[src/rtl/psh_mul.sv]
module psh_mul (
  input  logic        clk,
  input  logic [31:0] a,
  input  logic [31:0] b,
  output logic [63:0] p
);

  always_ff @(posedge clk) begin
    p <= {32'd0, a} * {32'd0, b};
  end

endmodule

[config.mk]
export PLATFORM = sky130hd
export DESIGN_NAME = psh_mul
export DESIGN_NICKNAME = d
export VERILOG_FILES = /design/src/rtl/psh_mul.sv
export SDC_FILE = /design/constraint.sdc
export NUM_CORES = 2
export LEC_CHECK = 0
export BUFFER_PORTS_ARGS = -buffer_cell sky130_fd_sc_hd__buf_2
export CORE_ASPECT_RATIO = 0.7
export CORE_MARGIN = 3
export CORE_UTILIZATION = 50
export DETAILED_ROUTE_END_ITERATION = 12
export PLACE_DENSITY_LB_ADDON = 0.1
export SLEW_MARGIN = 10
export SYNTH_ARGS = -nofsm -noshare
export SYNTH_HDL_FRONTEND = slang
export SYNTH_SLANG_ARGS = --single-unit
[constraint.sdc]
create_clock -name clk -period 16.4 [get_ports clk]
set_input_delay 1.64 -clock clk [delete_from_list [all_inputs] [get_ports clk]]
set_output_delay 1.64 -clock clk [all_outputs]
set_load 0.01 [all_outputs]
==> results.tsv <==
stage	metric	value	unit
drt	vias per cell	5.31	
sta	worst slew pin tran	0.929	ns
sta	Final setup viols	0	
setup_path	worst path bufs/invs	4	
cells_and_area	Biggest register	p	
setup_path	critical path arrival	9.65	ns
global_route	vias in the first global route	26000	
floorplan	Core Area	68400	um2
clocking	Worst-path clk slew	0.07	ns
logic_synthesis	Synth Flop Type	dfxtp_1	
setup_path	crit-path cells	buf_2 > nand2_1 > fa_1 > fa_1 > inv_1 > fa_1 > fa_1 > fa_1 > fa_1 > fa_1 > inv_1 > fa_1 > inv_1 > ha_1 > nand4_1 > or4_1 > or3_1 > a31oi_1 > a31o_2 > a211oi_1 > o21ai_1 > xor2_1	
sta	Relative slew margins	0.381	
cells_and_area	final instance area	36000	um2
clocking	post-cts gate resize count	0	
global_route	antenna violations before repair	3	
cells_and_area	biggest regs	p (64)	
clocking	cts bufs inserted	9	
logic_synthesis	synthesis warning total	0	
drt	WL/cell	22.0	um
logic_synthesis	Syn Inst Count	3748	
setup_path	slowest stage delay, CP	0.76	ns
run	Max Cap Viol	0	
clocking	Root Driver	clkbuf_16	
setup_path	CP max stage cell	fa_1	
cells_and_area	# fillers	6419	
placement	Final GP Congestion	0.889	
logic_synthesis	Post-Synthesis Cell Area	34700	um2
global_route	first-pass GRT wire length	161000	um
logic_synthesis	asr flop ratio synth	0	
logic_synthesis	Distinct cells, synth	57	
drt	drt drc	0	
cells_and_area	share of cells above drive strength 1	0.0451	
floorplan	die area	72600	um2
logic_synthesis	EDFF count, synth	0	
placement	IO buf count	128	
sta	Final TNS setup	0	ns
drt	WL final	101000	um
sta	Pins Over Slew Limit	0	
cells_and_area	Final Non-Filler Cells	4584	
sta	RSZ-0062 raised after global routing	no	
sta	fmax	107	MHz
clocking	CTS tree	done	
sta	count of final hold-check violations	0	
clocking	H-tree levels	3	
drt	first drt pass iteration count	5	
drt	vias post-DR	24300	
placement	Post-DP Area	35700	um2
setup_path	Critical Path Fanout Max	32	
sta	crit share post-route	0.571	
logic_synthesis	Seq/Total Area, Yosys	0.0369	
clocking	clk buf depth	2	
setup_path	startpoint type of the worst setup path	input pin	
setup_path	worst path required time	16.69	ns
logic_synthesis	number of synthesized register bits	64	
global_route	total grt overflow	0	
cells_and_area	nets@finish	4897	
floorplan	die width	321	um
placement	Placed Instances	4564	
sta	crit path time final	9.36	ns
setup_path	CP Capture Type	flop	
setup_path	Crit path max-delay family	adder cells	
cells_and_area	Area growth, synth to finish	3.78	%
worst_hold_path	min-delay worst type	input pin to flop	
clocking	clk sinks	64	
global_route	All-Layer GR Usage	0.295	
clocking	hold_buf cts	0	
floorplan	I/O Pins	129	
logic_synthesis	Synthesized Nets	4972	
global_route	pin count of the biggest net entering global routing	33	
logic_synthesis	Post-Syn Area per Cell	9.25	um2
drt	initial DRC count	2010	
clocking	Setup Buffers After CTS	0	
floorplan	row count	80	
placement	Final HPWL DP	79900	um
outcome	outcome	finished, final reports clean	
floorplan	Die H	226	um
setup_path	Top cell by count, worst path	fa_1	
setup_path	Worst Setup Path Type	input pin to flop	
drt	Final ANT Viol Nets	0	
floorplan	initial core utilization	0.507	
cells_and_area	Largest register FFs	64	
[cells in the final DEF, fill, tap and decap left out, drive strengths merged, types with 25 or more instances in the layout]
cell     n
xor2    25
o21ai   26
and2   602
buf    134
a21oi   66
xnor2   35
dfxtp   64
inv    867
fa     896
ha     263
nand2  480
a21o    40
[through the flow]
step / hold WS, ns / utilization / setup slack, ns
3_5_place_dp: 2.03 / 0.522 / 6.80
5_1_grt: 1.91 / 0.526 / 6.72
6_report: 1.91 / 0.526 / 7.04
3_3_place_gp: 2.03 / 0.522 / 6.78
4_1_cts: 1.88 / 0.526 / 7.13
2_1_floorplan: 1.77 / - / 8.01
[Yosys cell counts, drive strengths merged (2+ instances only)]
library cell  instances  area share
or3                   3     0.00054
nor2                 20      0.0022
or4                   3     0.00065
fa                  896        0.52
a221o                 4      0.0012
o221ai                3     0.00076
nand4                23      0.0041
nor2b                 2     0.00036
buf                   7     0.00097
and2                602        0.11
o21bai               11      0.0025
nand2               480       0.052
a211oi                3     0.00065
o21ai                26      0.0038
ha                  263       0.095
clkbuf              213       0.023
a21oi                66      0.0099
o21a                  9      0.0019
a31oi                12      0.0022
dfxtp                64       0.037
a221oi                4      0.0025
a21boi                3     0.00065
nand3                10      0.0014
xnor2                35      0.0088
inv                 865       0.094
o31ai                 5      0.0023
nand2b                2     0.00036
a21o                 40      0.0087
and3                 14      0.0025
and4                  3     0.00076
o211ai                2     0.00043
o221a                 2     0.00065
nor3                  7      0.0010
or2                   3     0.00054
and3b                 2     0.00051
xor2                 25      0.0063
a311oi                2     0.00051
[final cells by class]
type | instances | area [um2] | area share
Clock buffer | 10 | 229 | 0.00636
Antenna cell | 4 | 10.0 | 0.000278
Tap cell | 902 | 1130 | 0.0314
Inverter | 865 | 3250 | 0.0902
Timing Repair Buffer | 134 | 686 | 0.0191
Sequential cell | 64 | 1280 | 0.0356
Clock inverter | 6 | 91.3 | 0.00254
Multi-Input combinational cell | 2599 | 29300 | 0.815
[logic make-up after synthesis]
group           synth area share
buf+inv                    0.118
fa+ha+maj                  0.612
compound gates            0.0415
simple gates               0.176
xor+xnor                  0.0152
mux                     0.000289
flops                     0.0369
[worst paths after layout]
kind | to | cells past startpoint | slack, ns | from
hold / removal | p[0]$_DFF_P_ | 3 | 1.91 | a[0]
setup / recovery | p[62]$_DFF_P_ | 22 | 7.04 | a[17]
[tightest hold or removal path: cells and delay by family]
| kind | cells | cell delay [ns] |
|---|---|---|
| buffers and inverters | 2 | 0.36 |
| and+or+nand+nor | 1 | 0.21 |
[metal layers]
layer	GRT usage	vias to the layer above	wire length, um
li1	-	10700	-
met1	0.483	12600	50200
met2	0.386	1022	37700
met3	0.0952	40	12300
met4	0.0311	0	712
met5	0	-	0
Power is not shown: default switching activity piles up to over one toggle a cycle in this logic, so the estimate is an artifact.
